===== src/hw/rtl/fwtpl_pkg.sv =====
package fwtpl_pkg;

    localparam int LANES = 4;

    // pi in Q16 and watts per 0.1 kW times 3000 (folds the 30 of rpm->rad/s)
    localparam logic [17:0] PI_Q16    = 18'd205887;
    localparam logic [18:0] W_PER_DKW = 19'd300000;

    localparam logic signed [15:0] TORQUE_MAX = 16'sh7FFF;
    localparam logic [10:0]        LIMIT_RESET = 11'd800;

    localparam int   ADDR_W          = 3;
    localparam logic REG_POWER_LIMIT = 1'b0;

    // dividend 2*num+den, divisor 2*den, quotient bits below saturation
    localparam int NUM_W = 62;
    localparam int DEN_W = 51;
    localparam int Q_W   = 15;

    typedef struct packed {
        logic signed [15:0] torque_fl;
        logic signed [15:0] torque_fr;
        logic signed [15:0] torque_rl;
        logic signed [15:0] torque_rr;
        logic signed [15:0] speed_fl;
        logic signed [15:0] speed_fr;
        logic signed [15:0] speed_rl;
        logic signed [15:0] speed_rr;
    } cmd_t;

    typedef struct packed {
        logic signed [15:0] limit_fl;
        logic signed [15:0] limit_fr;
        logic signed [15:0] limit_rl;
        logic signed [15:0] limit_rr;
        logic               limited;
    } res_t;

    typedef struct packed {
        logic                               limited;
        logic [LANES-1:0]                   zero;
        logic [LANES-1:0][NUM_W-1:0]        num;
        logic [LANES-1:0][DEN_W-1:0]        den;
        logic [LANES-1:0][15:0]             torque;
    } prep_t;

endpackage


===== src/hw/rtl/fwtpl_cfg.sv =====
module fwtpl_cfg (
    input  logic                          clk,
    input  logic                          rst_n,
    input  logic                          psel,
    input  logic                          penable,
    input  logic                          pwrite,
    input  logic [fwtpl_pkg::ADDR_W-1:0]  paddr,
    input  logic [31:0]                   pwdata,
    output logic [31:0]                   prdata,
    output logic                          pready,
    output logic [10:0]                   power_limit
);

    logic [10:0] limit_reg;
    logic [10:0] limit_next;
    logic        hit;

    assign hit = (paddr[2] == fwtpl_pkg::REG_POWER_LIMIT);

    always_comb
    begin
        limit_next = limit_reg;
        if (psel && penable && pwrite && hit)
        begin
            limit_next = pwdata[10:0];
        end
    end

    always_ff @(posedge clk or negedge rst_n)
    begin
        if (!rst_n)
        begin
            limit_reg <= fwtpl_pkg::LIMIT_RESET;
        end
        else
        begin
            limit_reg <= limit_next;
        end
    end

    assign prdata      = hit ? {21'd0, limit_reg} : 32'd0;
    assign pready      = 1'b1;
    assign power_limit = limit_reg;

endmodule


===== config.mk =====
export PLATFORM = sky130hd
export DESIGN_NAME = fwtpl_cfg
export DESIGN_NICKNAME = d
export VERILOG_FILES = /design/src/hw/rtl/fwtpl_pkg.sv /design/src/hw/rtl/fwtpl_cfg.sv
export SDC_FILE = /design/constraint.sdc
export NUM_CORES = 1
export LEC_CHECK = 0
export ABC_CLOCK_PERIOD_IN_PS = 1200
export BUFFER_PORTS_ARGS = -buffer_cell sky130_fd_sc_hd__buf_2
export CAP_MARGIN = 20
export CORE_MARGIN = 2
export CORE_UTILIZATION = 35
export DETAILED_ROUTE_END_ITERATION = 12
export GPL_ROUTABILITY_DRIVEN = 0
export GPL_TIMING_DRIVEN = 0
export PLACE_DENSITY = 0.93
export RECOVER_POWER = 50
export SETUP_SLACK_MARGIN = 0.1
export SLEW_MARGIN = 40
export SYNTH_ARGS = -nofsm -noshare
export SYNTH_HDL_FRONTEND = slang
export SYNTH_SLANG_ARGS = --single-unit

===== constraint.sdc =====
create_clock -name clk -period 1.2 [get_ports clk]
set_input_delay 0.06 -clock clk [delete_from_list [all_inputs] [get_ports clk]]
set_output_delay 0.06 -clock clk [all_outputs]
set_load 0.01 [all_outputs]

==> results of run 1 <==
==> synth_stat cells <==
library cell and count:
sky130_fd_sc_hd__nor2b_1 10, sky130_fd_sc_hd__dfstp_2 3, sky130_fd_sc_hd__nand4b_4 1, sky130_fd_sc_hd__mux2_2 1, sky130_fd_sc_hd__buf_6 1, sky130_fd_sc_hd__and2b_1 1
sky130_fd_sc_hd__buf_4 22, sky130_fd_sc_hd__dfrtp_1 8, sky130_fd_sc_hd__mux2_4 10, sky130_fd_sc_hd__conb_1 2, sky130_fd_sc_hd__clkbuf_1 1
==> power by group through the flow <==
stage	clock, mW	combinational, mW	sequential, mW
after floorplan	0	0.281	0.567
after global placement	0	0.490	0.532
after detailed placement	0	0.500	0.535
after CTS	0.264	0.503	0.528
after global routing	0.280	0.514	0.533
final	0.248	0.474	0.520
==> routing by layer <==
metal  GRT usage [%]  routed length (um)  vias to the layer above
met5               0                   0                        -
met4            4.17                   0                        0
met3            4.29                 124                        0
met2            21.8                 753                       36
met1            13.1                 529                      226
li1                -                   -                      277
==> area by class of cell <==
type	count	area, um2	share of cell area (%)
flip-flops and latches	11	279	26.8
well taps	27	33.8	3.25
repair buffers	40	206	19.9
clock buffers	4	26.3	2.53
multi-input cells	45	314	30.2
plain buffers	24	180	17.3
==> final timing paths <==
path                                 from  slack (ps)        endpoint
setup / recovery           power_limit[5]          60       prdata[5]
hold / removal                  pwdata[0]           6  power_limit[0]
setup reg to reg           power_limit[9]         380  power_limit[9]
hold reg to reg            power_limit[6]         510  power_limit[6]
max in group asynchronous           rst_n         510  power_limit[1]
min in group asynchronous           rst_n         310  power_limit[2]
==> cells by family (layout without fill, tap and decap cells) <==
family | count (synthesis) | after routing | share of synthesized area, %
buffers and inverters | 24 | 68 | 25.0
AND/OR/NAND/NOR | 12 | 12 | 13.0
multiplexers | 11 | 11 | 22.4
flip-flops | 11 | 11 | 38.6
other | 2 | 22 | 1.04
==> stage by stage <==
| step | setup slack [ps] | hold slack (ps) | power [mW] |
|---|---|---|---|
| 2_1_floorplan | 382 | -236 | 0.848 |
| 3_3_place_gp | 273 | -70.4 | 1.02 |
| 3_5_place_dp | 255 | -59.3 | 1.03 |
| 4_1_cts | 64.9 | 9.78 | 1.30 |
| 5_1_grt | 4.69 | -9.08 | 1.33 |
| 6_report | 64.7 | 5.76 | 1.24 |
==> what timing repair did <==
action	CTS	global route
resized for setup	0	1
hold buffers	1	0
setup endpoints to repair	2	3
hold endpoints to repair	11	0
cloned	0	0
setup buffers	0	1
==> impl_metrics.prom, run 1 <==
# TYPE chip_impl_metric gauge
chip_impl_metric{name="core-area",unit="mm2"} 0.00196
chip_impl_metric{name="fin_cells",unit=""} 151
chip_impl_metric{name="cts.reportedPaths.clkPinSlew",unit="ps"} 70
chip_impl_metric{name="crit_path_max_incr_delay",unit="ps"} 540
chip_impl_metric{name="antenna_cells",unit=""} 0
chip_impl_metric{name="dpl-instance-area",unit="mm2"} 0.00102
chip_impl_metric{name="vias",unit=""} 539
chip_impl_metric{name="power.sequential.fraction",unit="%"} 41.9
chip_impl_metric{name="report.final.hold_viol_count",unit=""} 0
chip_impl_metric{name="wirelength",unit="um"} 1410
chip_impl_metric{name="cts-buffers-inserted",unit=""} 3
chip_impl_info{name="worst_hold_path_type",value="input pin to flop"} 1
chip_impl_metric{name="setup-tns-final",unit="ps"} 0
chip_impl_metric{name="areaGrowthSynthToFinish",unit="%"} 44.0
chip_impl_metric{name="grt_antenna_before_repair",unit=""} 0
chip_impl_metric{name="dr.first_iter.drc_count",unit=""} 2
chip_impl_info{name="start_kind",value="flop"} 1
chip_impl_metric{name="comb_power_share",unit="%"} 38.2
chip_impl_metric{name="buffer_ports.inserted",unit=""} 38
chip_impl_metric{name="synth.yosys.seq_area_share",unit="%"} 38.6
chip_impl_metric{name="tightestPinTransition",unit="ps"} 591
chip_impl_metric{name="worstPathRequired",unit="ps"} 1140
chip_impl_metric{name="die_ar",unit="mm2"} 0.00244
chip_impl_metric{name="worst_clock_skew_on_the_final_layout",unit="ps"} 0
chip_impl_metric{name="routedWlPerCell",unit="um"} 9.32
chip_impl_metric{name="synthesis.area_per_instance",unit="um2"} 12.0
chip_impl_metric{name="clock-sinks",unit=""} 11
chip_impl_metric{name="net_sw_share",unit="%"} 31.3
chip_impl_metric{name="cp_num_cells",unit=""} 2
chip_impl_metric{name="floorplan.die.height",unit="um"} 49.4
chip_impl_metric{name="power.ir.vdd_worst",unit="V"} 0.000597
chip_impl_metric{name="maxCapViolCount",unit=""} 0
chip_impl_metric{name="final_max_tran_viols",unit=""} 0
chip_impl_metric{name="fin_crit",unit="ps"} 1140
chip_impl_metric{name="setup_viol",unit=""} 0
chip_impl_info{name="layout_common_cells",value="sky130_fd_sc_hd__buf_2 (37), sky130_fd_sc_hd__buf_4 (23), sky130_fd_sc_hd__conb_1 (22), sky130_fd_sc_hd__nor2b_1 (9), sky130_fd_sc_hd__dfrtp_1 (8)"} 1
chip_impl_metric{name="cts-htree-levels",unit=""} 1
chip_impl_metric{name="clockPowerShare",unit="%"} 20.0
chip_impl_metric{name="post_route_design_area",unit="mm2"} 0.00104
chip_impl_metric{name="netlist_area",unit="um2"} 722
chip_impl_metric{name="p_switching",unit="mW"} 0.389
chip_impl_metric{name="drc",unit=""} 0
chip_impl_metric{name="route.antenna.remaining_nets",unit=""} 0
chip_impl_info{name="critPathCaptureType",value="output pin"} 1
chip_impl_info{name="critical_path.cell_chain",value="nor2b_1 > buf_2"} 1
chip_impl_info{name="criticalPathCategory",value="flop to output pin"} 1
chip_impl_metric{name="insertion_delay",unit="ps"} 260
chip_impl_metric{name="std_cell_rows",unit=""} 16
chip_impl_metric{name="cellInternalPower",unit="mW"} 0.852
chip_impl_metric{name="timing.fmax",unit="MHz"} 881
chip_impl_metric{name="grt_usage",unit="%"} 12.1
chip_impl_metric{name="cts_max_path_bufs",unit=""} 2
chip_impl_info{name="synthTopCellsByArea",value="sky130_fd_sc_hd__dfrtp_1 (28%), sky130_fd_sc_hd__buf_4 (23%), sky130_fd_sc_hd__mux2_4 (21%)"} 1
chip_impl_metric{name="global_route.overflow_total",unit=""} 0
chip_impl_metric{name="yosys.cell_types.count",unit=""} 11
chip_impl_metric{name="die_width",unit="um"} 49.4
chip_impl_info{name="cts-root-buf",value="sky130_fd_sc_hd__clkbuf_4"} 1
chip_impl_metric{name="largest_reg_flops",unit=""} 11
chip_impl_info{name="synth_area_leader_cell",value="sky130_fd_sc_hd__dfrtp_1"} 1
chip_impl_metric{name="p_leak",unit="nW"} 0.615
chip_impl_info{name="cpLargestDelayFamily",value="flip-flops"} 1
chip_impl_metric{name="largest_net_degree_at_the_start_of_global_routing",unit=""} 12
chip_impl_metric{name="nFillCells",unit=""} 180
chip_impl_metric{name="average_vias_per_placed_instance",unit=""} 3.57
chip_impl_metric{name="cp_num_buf_inv",unit=""} 1
chip_impl_metric{name="finalCoreUtilization",unit="%"} 53.0
chip_impl_info{name="outcome",value="complete, no violations"} 1
chip_impl_info{name="cts_tree",value="yes"} 1
chip_impl_metric{name="post-synth-top-area-fraction",unit="%"} 27.7
chip_impl_metric{name="drive_gt1_share",unit="%"} 57.3
chip_impl_metric{name="synth-warning-count",unit=""} 0
chip_impl_metric{name="max_slew_margin",unit="%"} 60.6
chip_impl_metric{name="pwr_per_cell_area",unit="mW/mm2"} 1190
chip_impl_metric{name="count_of_boundary_i_o_pins",unit=""} 84
chip_impl_metric{name="wire_length_of_the_first_global_routing_pass",unit="um"} 2240
chip_impl_metric{name="place.detailed.instances",unit=""} 145
chip_impl_metric{name="worstPathArrival",unit="ps"} 1080
chip_impl_metric{name="drt_pass_1_iters",unit=""} 4
chip_impl_metric{name="rr_worst_depth",unit=""} 2
chip_impl_metric{name="holdPathStages",unit=""} 2
chip_impl_metric{name="initial_utilization",unit="%"} 36.8
chip_impl_metric{name="post_synth_inst_count",unit=""} 60
chip_impl_metric{name="timing.critical_path.fanout_max",unit=""} 3
chip_impl_info{name="most_common_library_cell_in_the_layout_ignoring_fill_and_taps",value="sky130_fd_sc_hd__buf_2"} 1
chip_impl_metric{name="layout_worst_path_cycle_share",unit="%"} 94.6
chip_impl_info{name="worst_path_max_delay_cell",value="sky130_fd_sc_hd__dfstp_1"} 1
chip_impl_metric{name="number_of_global_route_vias_before_repair",unit=""} 483
chip_impl_info{name="rsz0062_at_grt",value="true"} 1
chip_impl_metric{name="net_total_in_the_final_layout",unit=""} 165
chip_impl_metric{name="postSynthRegisterBits",unit=""} 11
No activity file was read; power rests on OpenSTA's default activity.
==> run 2, diff against run 1 <==
ABC_AREA = 1   (was unset)
CAP_MARGIN = 10   (was 20)
SETUP_SLACK_MARGIN = 0.2   (was 0.1)
==> impl_metrics.prom, run 2 <==
# TYPE chip_impl_metric gauge
chip_impl_metric{name="final_max_tran_viols",unit=""} 0
chip_impl_metric{name="synthesis.area_per_instance",unit="um2"} 7.29
chip_impl_metric{name="wire_length_of_the_first_global_routing_pass",unit="um"} 2420
chip_impl_metric{name="vias",unit=""} 742
chip_impl_metric{name="worstPathRequired",unit="ps"} 1140
chip_impl_info{name="worst_path_max_delay_cell",value="sky130_fd_sc_hd__dfstp_2"} 1
chip_impl_info{name="most_common_library_cell_in_the_layout_ignoring_fill_and_taps",value="sky130_fd_sc_hd__buf_2"} 1
chip_impl_metric{name="average_vias_per_placed_instance",unit=""} 3.71
chip_impl_metric{name="yosys.cell_types.count",unit=""} 11
chip_impl_metric{name="die_width",unit="um"} 49.4
chip_impl_metric{name="pre_cts_ws",unit="ps"} 367
chip_impl_metric{name="dr.first_iter.drc_count",unit=""} 11
chip_impl_metric{name="post_synth_inst_count",unit=""} 99
chip_impl_metric{name="timing.fmax",unit="MHz"} 889
chip_impl_metric{name="post-dp-hpwl",unit="um"} 1270
chip_impl_info{name="criticalPathCategory",value="flop to output pin"} 1
chip_impl_metric{name="global_route.overflow_total",unit=""} 0
chip_impl_metric{name="fin_cells",unit=""} 200
chip_impl_metric{name="tightestPinTransition",unit="ps"} 582
chip_impl_info{name="worst_hold_path_type",value="input pin to flop"} 1
chip_impl_metric{name="number_of_flops_mapped_to_enable_cells_by_yosys",unit=""} 0
chip_impl_metric{name="synth-async-reset-ratio",unit="%"} 100
chip_impl_metric{name="insertion_delay",unit="ps"} 260
chip_impl_info{name="worst_r2r_startpoint",value="power_limit[5]"} 1
chip_impl_metric{name="floorplan.die.height",unit="um"} 49.4
chip_impl_metric{name="post_route_design_area",unit="mm2"} 0.00117
chip_impl_info{name="hp-start",value="pwdata[8]"} 1
chip_impl_info{name="critPathCaptureType",value="output pin"} 1
chip_impl_metric{name="finalCoreUtilization",unit="%"} 59.7
chip_impl_metric{name="die_ar",unit="mm2"} 0.00244
chip_impl_metric{name="max_slew_margin",unit="%"} 61.2
chip_impl_metric{name="postSynthRegisterBits",unit=""} 11
chip_impl_info{name="cts-root-buf",value="sky130_fd_sc_hd__clkbuf_4"} 1
chip_impl_metric{name="areaGrowthSynthToFinish",unit="%"} 62.2
chip_impl_metric{name="synth-warning-count",unit=""} 0
chip_impl_metric{name="rr_worst_depth",unit=""} 4
chip_impl_metric{name="setup-tns-final",unit="ps"} 0
chip_impl_metric{name="antenna_cells",unit=""} 0
chip_impl_metric{name="crit_path_max_incr_delay",unit="ps"} 550
chip_impl_metric{name="std_cell_rows",unit=""} 16
chip_impl_metric{name="drc",unit=""} 0
chip_impl_metric{name="clock-sinks",unit=""} 11
chip_impl_metric{name="buffer_ports.inserted",unit=""} 38
chip_impl_metric{name="r2r_setup_slack",unit="ps"} 310
chip_impl_metric{name="initial_utilization",unit="%"} 36.8
chip_impl_info{name="cts_tree",value="yes"} 1
chip_impl_info{name="yosys.cell_count.top_type",value="sky130_fd_sc_hd__nand2_1"} 1
chip_impl_metric{name="drt_pass_1_iters",unit=""} 4
chip_impl_metric{name="place.detailed.instances",unit=""} 184
chip_impl_metric{name="cts-buffers-inserted",unit=""} 3
chip_impl_metric{name="holdPathStages",unit=""} 3
chip_impl_metric{name="net_total_in_the_final_layout",unit=""} 214
chip_impl_metric{name="layout_worst_path_cycle_share",unit="%"} 93.7
chip_impl_info{name="start_kind",value="flop"} 1
chip_impl_metric{name="grt_antenna_before_repair",unit=""} 0
chip_impl_metric{name="grt_usage",unit="%"} 12.9
chip_impl_metric{name="pwr_per_cell_area",unit="mW/mm2"} 1120
chip_impl_metric{name="fin_crit",unit="ps"} 1120
chip_impl_metric{name="routedWlPerCell",unit="um"} 8.62
chip_impl_info{name="cpLargestDelayFamily",value="flip-flops"} 1
chip_impl_metric{name="cts.reportedPaths.clkPinSlew",unit="ps"} 70
chip_impl_metric{name="power.ir.vdd_worst",unit="V"} 0.000761
chip_impl_info{name="layout_common_cells",value="sky130_fd_sc_hd__buf_2 (35), sky130_fd_sc_hd__buf_4 (26), sky130_fd_sc_hd__nand2_1 (24), sky130_fd_sc_hd__conb_1 (22), sky130_fd_sc_hd__nand3_1 (11)"} 1
chip_impl_metric{name="core-area",unit="mm2"} 0.00196
chip_impl_info{name="synthTopCellsByArea",value="sky130_fd_sc_hd__dfrtp_1 (28%), sky130_fd_sc_hd__buf_4 (24%), sky130_fd_sc_hd__nand2_1 (12%)"} 1
chip_impl_metric{name="wirelength",unit="um"} 1720
chip_impl_metric{name="largest_net_degree_at_the_start_of_global_routing",unit=""} 12
chip_impl_metric{name="timing.critical_path.fanout_max",unit=""} 2
chip_impl_metric{name="worst_clock_skew_on_the_final_layout",unit="ps"} 0
chip_impl_metric{name="maxCapViolCount",unit=""} 0
chip_impl_metric{name="number_of_global_route_vias_before_repair",unit=""} 572
chip_impl_metric{name="postLayoutSetupSlackWorst",unit="ps"} 75.5
chip_impl_info{name="synth_ff_type",value="sky130_fd_sc_hd__dfrtp_1"} 1
chip_impl_info{name="outcome",value="complete, no violations"} 1
chip_impl_info{name="holdPathEnd",value="power_limit[8]"} 1
chip_impl_metric{name="cp_num_buf_inv",unit=""} 2
chip_impl_metric{name="count_of_boundary_i_o_pins",unit=""} 84
chip_impl_metric{name="setup_viol",unit=""} 0
chip_impl_metric{name="drive_gt1_share",unit="%"} 47.4
chip_impl_info{name="r2r_end",value="power_limit[5]"} 1
chip_impl_info{name="critical_path.cell_chain",value="inv_2 > nor2_2 > buf_2"} 1
chip_impl_metric{name="report.final.hold_viol_count",unit=""} 0
chip_impl_info{name="rsz0062_at_grt",value="true"} 1
chip_impl_metric{name="cts-htree-levels",unit=""} 1
chip_impl_metric{name="worstPathArrival",unit="ps"} 1060
chip_impl_metric{name="dpl-instance-area",unit="mm2"} 0.00102
chip_impl_metric{name="post-synth-top-area-fraction",unit="%"} 27.7
chip_impl_metric{name="largest_reg_flops",unit=""} 11
chip_impl_metric{name="synth.yosys.seq_area_share",unit="%"} 38.6
chip_impl_info{name="synth_area_leader_cell",value="sky130_fd_sc_hd__dfrtp_1"} 1
chip_impl_metric{name="cts_max_path_bufs",unit=""} 2
chip_impl_metric{name="netlist_area",unit="um2"} 722
chip_impl_info{name="synth.cells.most_frequent",value="sky130_fd_sc_hd__nand2_1 (24), sky130_fd_sc_hd__buf_4 (23), sky130_fd_sc_hd__inv_1 (13)"} 1
chip_impl_metric{name="p_leak",unit="nW"} 0.751
chip_impl_metric{name="route.antenna.remaining_nets",unit=""} 0
[run 2: changes by cell type after synthesis, sizes merged, moves of 3 or more]
cell / delta
buf: +3
inv: +13
mux2: -11
nand2: +24
nand3: +11
nor2: +12
nor2b: -10
[run 2: per-stage QoR]
stage          hold slack (ps)  power (mW)
2_1_floorplan             -236       0.765
3_3_place_gp             -70.1       0.921
3_5_place_dp             -60.6       0.934
4_1_cts                   1.73        1.24
5_1_grt                   17.5        1.39
6_report                  10.4        1.31
[run 2: worst max path at each step]
stage                         startpoint        end  cells past startpoint
after floorplan           power_limit[5]  prdata[5]                      2
after global placement    power_limit[5]  prdata[5]                      3
after detailed placement  power_limit[5]  prdata[5]                      3
after CTS                 power_limit[5]  prdata[5]                      3
after global routing      power_limit[5]  prdata[5]                      3
final                     power_limit[5]  prdata[5]                      3
[run 2: tightest hold or removal path, cell delays in order]
cell and delay, ps:
sky130_fd_sc_hd__buf_2 100, sky130_fd_sc_hd__nand3_1 70, sky130_fd_sc_hd__nand2_1 50
[run 2: cell families (layout without fill, tap and decap cells)]
group         Yosys count  in the layout  synth area share [%]
flops                  11             11                  38.6
other cells             2             22                  1.04
buf+inv                39             93                  33.6
simple gates           47             47                  26.7
[run 2: repair_timing]
action                                 in CTS  in global routing
endpoints found under the hold margin      13                  0
hold buffers                                3                  0
pin swaps                                   1                  2
setup endpoints to repair                   6                 12
gates resized for setup                     3                  6
setup buffers                               2                  7
[run 2: cell type report]
cell class	count	area [um2]
plain buffers	26	194
clock buffers	4	26.3
fillers	214	791
inverters	13	48.8
multi-input cells	69	278
flip-flops and latches	11	279
well taps	27	33.8
repair buffers	50	312
[run 2: metal layers]
metal | wire (um) | up-vias | share of wire, % | track usage (%)
met5 | 0 | - | 0 | 0
met4 | 0 | 0 | 0 | 4.17
met3 | 144 | 0 | 8.4 | 3.37
met2 | 884 | 37 | 51 | 23.2
met1 | 695 | 311 | 40 | 14.8
li1 | - | 394 | - | -
[run 2: where the power goes]
group          total (mW)  switching (mW)  leakage [nW]  internal (mW)
Combinational       0.547           0.258         0.604          0.289
Sequential          0.510          0.0547         0.132          0.455
Clock               0.250           0.122        0.0150          0.129
Total                1.31           0.434         0.751          0.873
